==> config.mk <==
export PLATFORM = sky130hd
export DESIGN_NAME = timed_event_buffer_top
export DESIGN_NICKNAME = d
export VERILOG_FILES = /design/src/rtl/core/teb_pkg.sv /design/src/rtl/core/teb_front.sv /design/src/rtl/core/teb_queue.sv /design/src/rtl/core/teb_back.sv /design/src/rtl/core/timed_event_buffer_top.sv
export SDC_FILE = /design/constraint.sdc
export NUM_CORES = 2
export LEC_CHECK = 0
export BUFFER_PORTS_ARGS = -buffer_cell sky130_fd_sc_hd__buf_2
export CAP_MARGIN = 5
export CORE_MARGIN = 3
export CORE_UTILIZATION = 51
export DETAILED_ROUTE_END_ITERATION = 6
export PLACE_DENSITY = 0.72
export REMOVE_ABC_BUFFERS = 1
export SLEW_MARGIN = 20
export SYNTH_ARGS = -nofsm -noshare
export SYNTH_HDL_FRONTEND = slang
export SYNTH_SLANG_ARGS = --single-unit
==> constraint.sdc <==
create_clock -name clk -period 19.75 [get_ports clk]
set_input_delay 3.95 -clock clk [delete_from_list [all_inputs] [get_ports clk]]
set_output_delay 3.95 -clock clk [all_outputs]
set_load 0.03 [all_outputs]
==> src/rtl/core/teb_pkg.sv <==
// types, constants and codes shared by the timed event buffer modules
package teb_pkg;

	localparam int DEPTH      = 16;
	localparam int CODE_BITS  = 8;
	localparam int OP_W       = 3;
	localparam int STAMP_W    = 32;
	localparam int WIN_W      = 16;
	localparam int ENTRY_W    = 5;
	localparam int IDX_W      = $clog2(DEPTH);
	localparam int CNT_W      = $clog2(DEPTH + 1);
	localparam int QDEPTH     = 2;
	localparam int QPTR_W     = $clog2(QDEPTH);
	localparam int QCNT_W     = $clog2(QDEPTH + 1);
	localparam logic [WIN_W-1:0] WIN_RESET = WIN_W'(30);

	// opcodes as they arrive on the command port
	typedef enum logic [OP_W-1:0] {
		OPC_TICK    = 3'd0,
		OPC_RECORD  = 3'd1,
		OPC_CONSUME = 3'd2,
		OPC_QUERY   = 3'd3,
		OPC_CLEAR   = 3'd4
	} op_code_t;

	// classified operation handed to the back end
	typedef enum logic [2:0] {
		K_TICK,
		K_RECORD,
		K_CONSUME,
		K_QUERY,
		K_CLEAR,
		K_NOP
	} op_kind_t;

	typedef enum logic {
		BK_IDLE,
		BK_TRIM
	} back_state_t;

	typedef struct packed {
		logic [OP_W-1:0]      opcode;
		logic [CODE_BITS-1:0] event_code;
	} cmd_t;

	typedef struct packed {
		logic               found;
		logic               dropped_oldest;
		logic [ENTRY_W-1:0] entry_count;
	} result_t;

	typedef struct packed {
		op_kind_t             kind;
		logic [CODE_BITS-1:0] code;
		logic                 code_nz;
	} queue_item_t;

	// queue head handshake toward the back end
	typedef struct packed {
		logic        vld;
		queue_item_t item;
	} queue_head_t;

endpackage

==> src/rtl/core/teb_front.sv <==
// front end: accepts command beats and classifies them into queue items
module teb_front import teb_pkg::*; (
	input  logic        clk,
	input  logic        arst_n,
	input  logic        start,
	output logic        busy,
	input  cmd_t        cmd,
	input  logic        q_full,
	output logic        push,
	output queue_item_t push_item
);

	logic        vld_s1;
	queue_item_t item_s1;
	queue_item_t item_d;
	logic        accept;
	logic        drain;

	// decode opcode and flag the empty event code
	always_comb begin
		item_d.code    = cmd.event_code;
		item_d.code_nz = (cmd.event_code != '0);
		unique case (cmd.opcode)
			OPC_TICK:    item_d.kind = K_TICK;
			OPC_RECORD:  item_d.kind = K_RECORD;
			OPC_CONSUME: item_d.kind = K_CONSUME;
			OPC_QUERY:   item_d.kind = K_QUERY;
			OPC_CLEAR:   item_d.kind = K_CLEAR;
			default:     item_d.kind = K_NOP;
		endcase
	end

	// stage register moves into the queue whenever there is room
	assign drain  = vld_s1 && !q_full;
	assign busy   = vld_s1 && q_full;
	assign accept = start && !busy;

	always_ff @(posedge clk or negedge arst_n) begin
		if (!arst_n) begin
			vld_s1 <= 1'b0;
		end else if (accept) begin
			vld_s1 <= 1'b1;
		end else if (drain) begin
			vld_s1 <= 1'b0;
		end
	end

	always_ff @(posedge clk) begin
		if (accept) begin
			item_s1 <= item_d;
		end
	end

	assign push      = drain;
	assign push_item = item_s1;

endmodule

==> src/rtl/core/teb_queue.sv <==
// short queue between the front and back ends
module teb_queue import teb_pkg::*; (
	input  logic        clk,
	input  logic        arst_n,
	input  logic        push,
	input  queue_item_t push_item,
	output logic        full,
	input  logic        pop,
	output queue_head_t head
);

	queue_item_t       slots_q [QDEPTH];
	logic [QPTR_W-1:0] wr_ptr_q;
	logic [QPTR_W-1:0] rd_ptr_q;
	logic [QCNT_W-1:0] cnt_q;
	logic              do_pop;

	assign full      = (cnt_q == QCNT_W'(QDEPTH));
	assign head.vld  = (cnt_q != '0);
	assign head.item = slots_q[rd_ptr_q];
	assign do_pop    = pop && head.vld;

	// pointers and fill level
	always_ff @(posedge clk or negedge arst_n) begin
		if (!arst_n) begin
			wr_ptr_q <= '0;
			rd_ptr_q <= '0;
			cnt_q    <= '0;
		end else begin
			if (push) begin
				wr_ptr_q <= (wr_ptr_q == QPTR_W'(QDEPTH - 1)) ? '0 : wr_ptr_q + 1'b1;
			end
			if (do_pop) begin
				rd_ptr_q <= (rd_ptr_q == QPTR_W'(QDEPTH - 1)) ? '0 : rd_ptr_q + 1'b1;
			end
			if (push && !do_pop) begin
				cnt_q <= cnt_q + 1'b1;
			end else if (do_pop && !push) begin
				cnt_q <= cnt_q - 1'b1;
			end
		end
	end

	// entry storage
	always_ff @(posedge clk) begin
		if (push) begin
			slots_q[wr_ptr_q] <= push_item;
		end
	end

endmodule

==> src/rtl/core/teb_back.sv <==
// back end: slot cell chain, tick clock, window register and result beat
module teb_back import teb_pkg::*; (
	input  logic             clk,
	input  logic             arst_n,
	input  queue_head_t      head,
	output logic             pop,
	input  logic             cfg_valid,
	input  logic [WIN_W-1:0] cfg_data,
	output logic             done,
	output result_t          result
);

	back_state_t state_q, state_d;

	logic [CODE_BITS-1:0] code_q  [DEPTH];
	logic [STAMP_W-1:0]   stamp_q [DEPTH];
	logic [CODE_BITS-1:0] code_d  [DEPTH];
	logic [STAMP_W-1:0]   stamp_d [DEPTH];
	logic [CNT_W-1:0]     count_q, count_d;
	logic [STAMP_W-1:0]   now_q, now_d;
	logic [WIN_W-1:0]     window_q;
	logic                 done_q;
	result_t              result_q;

	logic [DEPTH-1:0]     in_win;
	logic [DEPTH-1:0]     match;
	logic [IDX_W-1:0]     match_idx;
	logic                 any_match;
	logic                 full;
	logic                 head_expired;

	logic                 exec;
	logic                 emit;
	logic                 shift_en;
	logic [IDX_W-1:0]     shift_from;
	logic                 wr_en;
	logic [IDX_W-1:0]     wr_idx;
	logic                 found_d;
	logic                 dropped_d;
	logic [STAMP_W-1:0]   age [DEPTH];

	// per cell age and match compare
	always_comb begin
		for (int i = 0; i < DEPTH; i++) begin
			age[i]    = now_q - stamp_q[i];
			in_win[i] = (age[i][STAMP_W-1:WIN_W] == '0) && (age[i][WIN_W-1:0] <= window_q);
			match[i]  = (CNT_W'(i) < count_q) && in_win[i] && (code_q[i] == head.item.code);
		end
	end

	// newest matching cell wins
	always_comb begin
		match_idx = '0;
		for (int i = 0; i < DEPTH; i++) begin
			if (match[i]) begin
				match_idx = IDX_W'(i);
			end
		end
	end

	assign any_match    = head.item.code_nz && (match != '0);
	assign full         = (count_q == CNT_W'(DEPTH));
	assign head_expired = (count_q != '0) && !in_win[0];

	// next state
	always_comb begin
		state_d = state_q;
		unique case (state_q)
			BK_IDLE: begin
				if (head.vld && head.item.kind == K_TICK) begin
					state_d = BK_TRIM;
				end
			end
			BK_TRIM: begin
				if (!head_expired) begin
					state_d = BK_IDLE;
				end
			end
			default: state_d = BK_IDLE;
		endcase
	end

	// control outputs
	always_comb begin
		pop  = 1'b0;
		exec = 1'b0;
		emit = 1'b0;
		unique case (state_q)
			BK_IDLE: begin
				pop  = head.vld;
				exec = head.vld;
				emit = head.vld && head.item.kind != K_TICK;
			end
			BK_TRIM: begin
				emit = !head_expired;
			end
			default: ;
		endcase
	end

	// operation decode into cell chain controls
	always_comb begin
		shift_en   = 1'b0;
		shift_from = '0;
		wr_en      = 1'b0;
		wr_idx     = count_q[IDX_W-1:0];
		found_d    = 1'b0;
		dropped_d  = 1'b0;
		count_d    = count_q;
		now_d      = now_q;
		if (state_q == BK_TRIM) begin
			if (head_expired) begin
				shift_en = 1'b1;
				count_d  = count_q - 1'b1;
			end
		end else if (exec) begin
			unique case (head.item.kind)
				K_TICK: begin
					now_d = now_q + 1'b1;
				end
				K_RECORD: begin
					if (head.item.code_nz) begin
						wr_en = 1'b1;
						if (full) begin
							shift_en  = 1'b1;
							wr_idx    = IDX_W'(DEPTH - 1);
							dropped_d = 1'b1;
						end else begin
							count_d = count_q + 1'b1;
						end
					end
				end
				K_CONSUME: begin
					if (any_match) begin
						shift_en   = 1'b1;
						shift_from = match_idx;
						count_d    = count_q - 1'b1;
						found_d    = 1'b1;
					end
				end
				K_QUERY: begin
					found_d = any_match;
				end
				K_CLEAR: begin
					count_d = '0;
				end
				K_NOP: ;
				default: ;
			endcase
		end
	end

	// cell chain: close the gap from shift_from upward, then write the new entry
	always_comb begin
		for (int i = 0; i < DEPTH; i++) begin
			code_d[i]  = code_q[i];
			stamp_d[i] = stamp_q[i];
		end
		for (int i = 0; i < DEPTH - 1; i++) begin
			if (shift_en && IDX_W'(i) >= shift_from) begin
				code_d[i]  = code_q[i + 1];
				stamp_d[i] = stamp_q[i + 1];
			end
		end
		if (wr_en) begin
			code_d[wr_idx]  = head.item.code;
			stamp_d[wr_idx] = now_q;
		end
	end

	// control registers
	always_ff @(posedge clk or negedge arst_n) begin
		if (!arst_n) begin
			state_q  <= BK_IDLE;
			count_q  <= '0;
			now_q    <= '0;
			window_q <= WIN_RESET;
			done_q   <= 1'b0;
		end else begin
			state_q <= state_d;
			count_q <= count_d;
			now_q   <= now_d;
			done_q  <= emit;
			if (cfg_valid) begin
				window_q <= cfg_data;
			end
		end
	end

	// slot payload and result beat
	always_ff @(posedge clk) begin
		for (int i = 0; i < DEPTH; i++) begin
			code_q[i]  <= code_d[i];
			stamp_q[i] <= stamp_d[i];
		end
		if (emit) begin
			result_q.found          <= found_d;
			result_q.dropped_oldest <= dropped_d;
			result_q.entry_count    <= ENTRY_W'(count_d);
		end
	end

	assign done   = done_q;
	assign result = result_q;

endmodule

==> src/rtl/core/timed_event_buffer_top.sv <==
// top level of the timed event buffer: front end, queue, back end
//
// channel   direction  handshake                      payload
// command   in         start, busy (taken: start&!busy) cmd (cmd_t)
// result    out        done, one cycle strobe         result (result_t)
// config    in         cfg_valid, cfg_ready           cfg_data (window, 16 bits)
//
// a command passes through the front stage register and waits there while the two entry queue is full;
//   with the queue empty, it goes on through a queue slot to the back end, which registers done
// record, consume, query, clear and unknown ops are carried out in the idle state, which pops them and emits the result
// tick advances time in the idle state, then the trim state shifts each expired entry out of the head
//   of the cell chain one at a time and emits the result once the head entry is inside the window
// busy rises when the front stage holds a command and the queue is full
// arst_n clears the buffer, the tick count and sets the window to 30
// done is never held off: it is high for exactly one cycle per result, and result holds until the next one
module timed_event_buffer_top import teb_pkg::*; (
	input  logic             clk,
	input  logic             arst_n,
	input  logic             start,
	output logic             busy,
	input  cmd_t             cmd,
	output logic             done,
	output result_t          result,
	input  logic             cfg_valid,
	output logic             cfg_ready,
	input  logic [WIN_W-1:0] cfg_data
);

	logic        q_full;
	logic        push;
	queue_item_t push_item;
	logic        pop;
	queue_head_t head;

	// window writes are taken at any time
	assign cfg_ready = 1'b1;

	teb_front u_front (
		.clk       (clk),
		.arst_n    (arst_n),
		.start     (start),
		.busy      (busy),
		.cmd       (cmd),
		.q_full    (q_full),
		.push      (push),
		.push_item (push_item)
	);

	teb_queue u_queue (
		.clk       (clk),
		.arst_n    (arst_n),
		.push      (push),
		.push_item (push_item),
		.full      (q_full),
		.pop       (pop),
		.head      (head)
	);

	teb_back u_back (
		.clk       (clk),
		.arst_n    (arst_n),
		.head      (head),
		.pop       (pop),
		.cfg_valid (cfg_valid && cfg_ready),
		.cfg_data  (cfg_data),
		.done      (done),
		.result    (result)
	);

`ifndef SYNTH
	// a drop only happens on a record into a full buffer
	a_drop_full: assert property (@(posedge clk) disable iff (!arst_n)
		done && result.dropped_oldest |-> result.entry_count == ENTRY_W'(DEPTH))
		else $error("drop reported with buffer not full");

	// found and dropped come from different ops
	a_flags_excl: assert property (@(posedge clk) disable iff (!arst_n)
		done |-> !(result.found && result.dropped_oldest))
		else $error("found and dropped both set");

	// the count never exceeds the buffer depth
	a_count_range: assert property (@(posedge clk) disable iff (!arst_n)
		done |-> result.entry_count <= ENTRY_W'(DEPTH))
		else $error("entry count beyond depth");

	// a full queue with a held command stalls the command port
	a_busy_queue: assert property (@(posedge clk) disable iff (!arst_n)
		busy |-> q_full)
		else $error("busy without a full queue");
`endif

endmodule

# == Yosys cells after proc, flatten, opt, wreduce, memory -nomap -nowiden ==
# Memories as Yosys holds them, arrays and structs flattened.
# Cells that the tools add are included.
# word_totals
n_memories,3
input_bits,31
reg_bits,79
output_inout_bits,10
latchBits,0
elab_cells,322
ram_bits,664
mem_bits_ro,0
# mem_list
name,depth,width,read_ports,rd_clocked_by_memory_dff,write_ports,line,text
u_back.stamp_q,16,32,16,0,16,teb_back.sv:16,logic [STAMP_W-1:0] stamp_q [DEPTH];
u_back.code_q,16,8,16,0,16,teb_back.sv:15,logic [CODE_BITS-1:0] code_q [DEPTH];
u_queue.slots_q,2,12,1,0,1,teb_queue.sv:12,queue_item_t slots_q [QDEPTH];
# op_classes
eq_ne,26
div,0
addsub,23
magnitude_cmp,49
n_mul,0
reduce_logical,108
bitwise_logic,4
n_mux,94
shifts,0
# ops
op,n
bitwise mux 512 bit,1
two-way mux 32 bit,16
two-way mux 512 bit,1
subtractor 32 bit,16
<= comparator 16 bit,16
zero test 16 bit,16
bitwise mux 128 bit,1
demux 32 bit (select 4 bit),1
== test 8 bit,16
two-way mux 128 bit,1
two-way mux 8 bit,16
two-way mux 4 bit,23
logical AND 1 bit,74
"< comparator 4 x 5 -> 1 bit, first input constant",8
"adder 32 x 1 -> 32 bit, second input constant",1
demux 8 bit (select 4 bit),1
two-way mux 5 bit,6
"greater-or-equal comparator 4 bit, first input constant",7
"< comparator 3 x 5 -> 1 bit, first input constant",4
two-way mux 1 bit,19
"greater-or-equal comparator 3 x 4 -> 1 bit, first input constant",4
nonzero test 16 bit,1
one-hot mux 3 bit (5 select lines),1
one-hot mux 5 bit (3 select lines),1
29 further kinds,53

# == Logic depth before layout (Yosys ltp) ==
# An unclocked memory read counts as a cell.
# depth
depth_word,30
ltp_mapped,32

# == By module ==
# A second synthesis with hierarchy kept.
# unflattened
hier_cells,9529
hier_area_um2,72403.2
# modules_own_cells
mod,seq_area_each_um2,instances,cells_per_inst,area_per_inst_um2
teb_back,14804.2,1,9451,70841.7
teb_queue,820.8,1,53,1102.3
teb_front,385.4,1,23,447.9
timed_event_buffer_top,0.0,1,2,11.3

# == Worst setup path after synthesis ==
# No wires, ideal clock.
# synth_timing
kind,register to register
startpoint,reg u_back.now_q[1]
endpoint,"mem u_back.code_q[10][0], in the netlist u_back.code_q[1][16]"
n_path_buf,2
t_arrival_ns,6.833
stages_incl_launch_ff,29
required_time_ns,19.631
setup_ns,0.119
slack_ns,12.798
cell_sequence,dfrtp_1 -> clkbuf_1 -> inv_1 -> fa_1 -> nor2b_1 -> o2111ai_1 -> nand2_1 -> nand3_1 -> and2_1 -> o21bai_1 -> a21oi_1 -> xnor2_1 -> ha_1 -> a21o_1 -> a221o_1 -> a2111oi_0 -> o22a_1 -> nand3_1 -> nor4b_1 -> o2111ai_1 -> and4bb_1 -> a31oi_1 -> o31ai_1 -> a21oi_1 -> o311ai_2 -> nand3_1 -> a211o_1 -> clkbuf_1 -> o221a_2
# synth_rtl
item,line,text
"start, declared",teb_back.sv:20,"logic [STAMP_W-1:0] now_q, now_d;"
"start signal, assigned",teb_back.sv:182,now_q <= now_d;
"end, declared",teb_back.sv:15,

==> results.cfg <==
[worst_setup_path]
start_kind = flip-flop
cp_num_buf_inv = 5
worstPathArrival_ps = 10530
end_kind = flip-flop
critPathRequiredTime_ps = 20350
crit_top_cell = buf_4
crit_type = reg -> reg
path_delay_family = compound AO/OA/AOI/OAI gates
worstPathMaxFanout = 82
slowest_delay_ps = 810
cp_slowest_cell = buf_4

[floorplan]
boundaryPins = 41
coreArea_mm2 = 0.138
chipWidth_um = 378
die_h_um = 378
fp.dieArea_mm2 = 0.143
rows = 136
start_util_pct = 51.4

[sta]
fmax_mhz = 101
whs_ps = 442
tightest_slew_ps = 1150
finalSetupViolations = 0
relSlewSlack_pct = 22.8
hold_viol = 0
drv_slew = 0
fin_crit_ps = 9930
finalSetupTns_ps = 0
fin_crit_sh_pct = 50.3
finalClockSkew_ps = 30.7
rsz0062_at_grt = no

[cts]
clk_latency_ps = 730
post_cts_buffers = 0
hold_buffers = 0
htree_levels = 3
cts_root_buf = clkbuf_16
cts.sinks = 743
numCtsBuffers = 90
cts_buffer_depth = 3
cts_resized = 0
clk_pin_slew_ps = 60
cts_tree = done

[pwr]
powerDensity_mw_per_mm2 = 161
peakVddDrop_uv = 107
leakagePower_nw = 33.7

[routing]
drt-total-wl_um = 287000
ant_nets = 0
drt-initial-drc-count = 8918
vias = 73400
wire_per_inst_um = 26.1
vias_per_cell = 6.67
first_pass_iters = 7
drcViolationCount = 2

[place]
place_congestion = 1.04
dp_cells = 10800
port_buffers = 39
hpwlAfterDp_um = 213000

[finish]
final_common_cell = a21oi_1
layout.nets = 9938
fillers = 13000
layout-drive-gt1-share_pct = 6.10
mostFrequentLayoutCells = 1107 x a21oi_1, 928 x nor2_1, 758 x ha_1, 746 x nand2_1, 672 x inv_1
syn_to_final_growth_pct = 6.87
post-route-util_pct = 54.9
final_cells = 11000

[grt]
grt-ovfl-total = 0
grt_max_degree = 102
grt_pass1_wl_um = 422000
grt_pass1_vias = 66800
grt.total_usage_pct = 38.6
antenna_found_initial = 13

[logic_synthesis]
synth_area_mm2 = 0.0708
synth_top_flop_cell = dfxtp_1
synth_edf_count = 83
synthDistinctLibCells = 97
ys_seq_area_share_pct = 22.6
synthCells = 9390
synth.area.top_cells = dfxtp_1 17%, ha_1 13%, a21oi_1 7.8%, nor2_1 4.9%, mux2i_1 4.5%
ys_warn_count = 0
synth.avg_cell_area_um2 = 7.53
synth_top_cell_area_share_pct = 17.0
yosysTopAreaCell = dfxtp_1
synthArstFlopShare_pct = 8.08
ys_seq_elements = 743

[min_path]
hold_class = reg -> reg

[outcome]
violations = design-rule violations
outcome = finished with violations

[job]
cap_violations = 0
cells in the mapped netlist (all sizes together) (211+ instances only):
master     n
mux2i    323
dfxtp    600
nor3     242
nand2    751
ha       758
nand4    213
nor2     932
o21ai    502
clkbuf   436
inv      679
a21oi   1109
xnor2    343
a21o     211
worst reg2reg max path: cells and delay by family, from the launching register on:
kind	cells	cell delay, ps
and+or+nand+nor	8	1630
DFF	1	380
adders and majority gates	3	990
buffers and inverters	5	2860
AOI/OAI and AO/OA	11	3770
xor gates and xnor gates	1	170
final cells by class:
cell class	instances	area (um^2)	area share [%]
inverters	680	2550	3.38
well taps	1794	2240	2.97
clock buffers	118	2550	3.37
clock inverters	48	538	0.712
repair buffers	181	1280	1.69
multi-input cells	7437	50400	66.6
diodes	9	22.5	0.0298
flip-flops and latches	743	16000	21.2
kinds of logic after synthesis:
| logic type | Yosys count | synth area share, % |
|---|---|---|
| other cells | 1 | 0.00530 |
| flops | 743 | 22.6 |
| buf+inv | 1210 | 6.61 |
| mux | 340 | 4.89 |
| simple gates | 2875 | 19.1 |
| compound gates | 2957 | 26.8 |
| fa+ha+maj | 774 | 13.9 |
| xor+xnor | 490 | 6.07 |
path summary, 6_finish.rpt:
kind / slack, ps / start / endpoint / cells after the start
worst max-delay path: 9820 / u_back.now_q[0]$_DFFE_PN0P_ / u_back.stamp_q[0][207]$_DFF_P_ / 28
worst min-delay path: 440 / u_front.push_item[0]$_DFFE_PP_ / u_queue.slots_q[1][0]$_DFFE_PP_ / 0
worst max register to register: 9820 / u_back.now_q[0]$_DFFE_PN0P_ / u_back.stamp_q[0][207]$_DFF_P_ / 28
worst min register to register: 440 / u_front.push_item[0]$_DFFE_PP_ / u_queue.slots_q[1][0]$_DFFE_PP_ / 0
max in group asynchronous: 15500 / arst_n / u_back.now_q[3]$_DFFE_PN0P_ / 2
min in group asynchronous: 3130 / arst_n / u_queue.wr_ptr_q$_DFFE_PN0P_ / 1
registers in the layout (all words and copies together), names as in the netlist, 5 cells and up, named ones only:
register	flops
u_back.window_q	16
u_back.count_q	5
u_back.result	7
u_back.now_q	32
u_queue.slots_q	24
u_front.push_item	12
u_back.stamp_q	480
u_back.code_q	120
stage by stage:
step / total power [W] / worst slack (ps) / instance area, um^2
after floorplan: 0.00802 / 3990 / 68600
after global placement: 0.00999 / 10360 / 72500
after detailed placement: 0.0102 / 10360 / 72500
after CTS: 0.0120 / 10290 / 75600
after global routing: 0.0130 / 9580 / 75600
final: 0.0122 / 9820 / 75600
report_power, final:
group | internal (W) | switching (W)
Sequential | 0.00223 | 0.000902
Clock | 0.00103 | 0.000736
Combinational | 0.00294 | 0.00437
layer usage:
metal | wire length, um | up-vias | track usage [%]
li1 | - | 33900 | -
met1 | 116000 | 34600 | 51.6
met2 | 118000 | 4074 | 56.3
met3 | 31100 | 870 | 7.20
met4 | 21300 | 8 | 25.7
met5 | 61 | - | 0
Power figures use the tool's default switching activity.
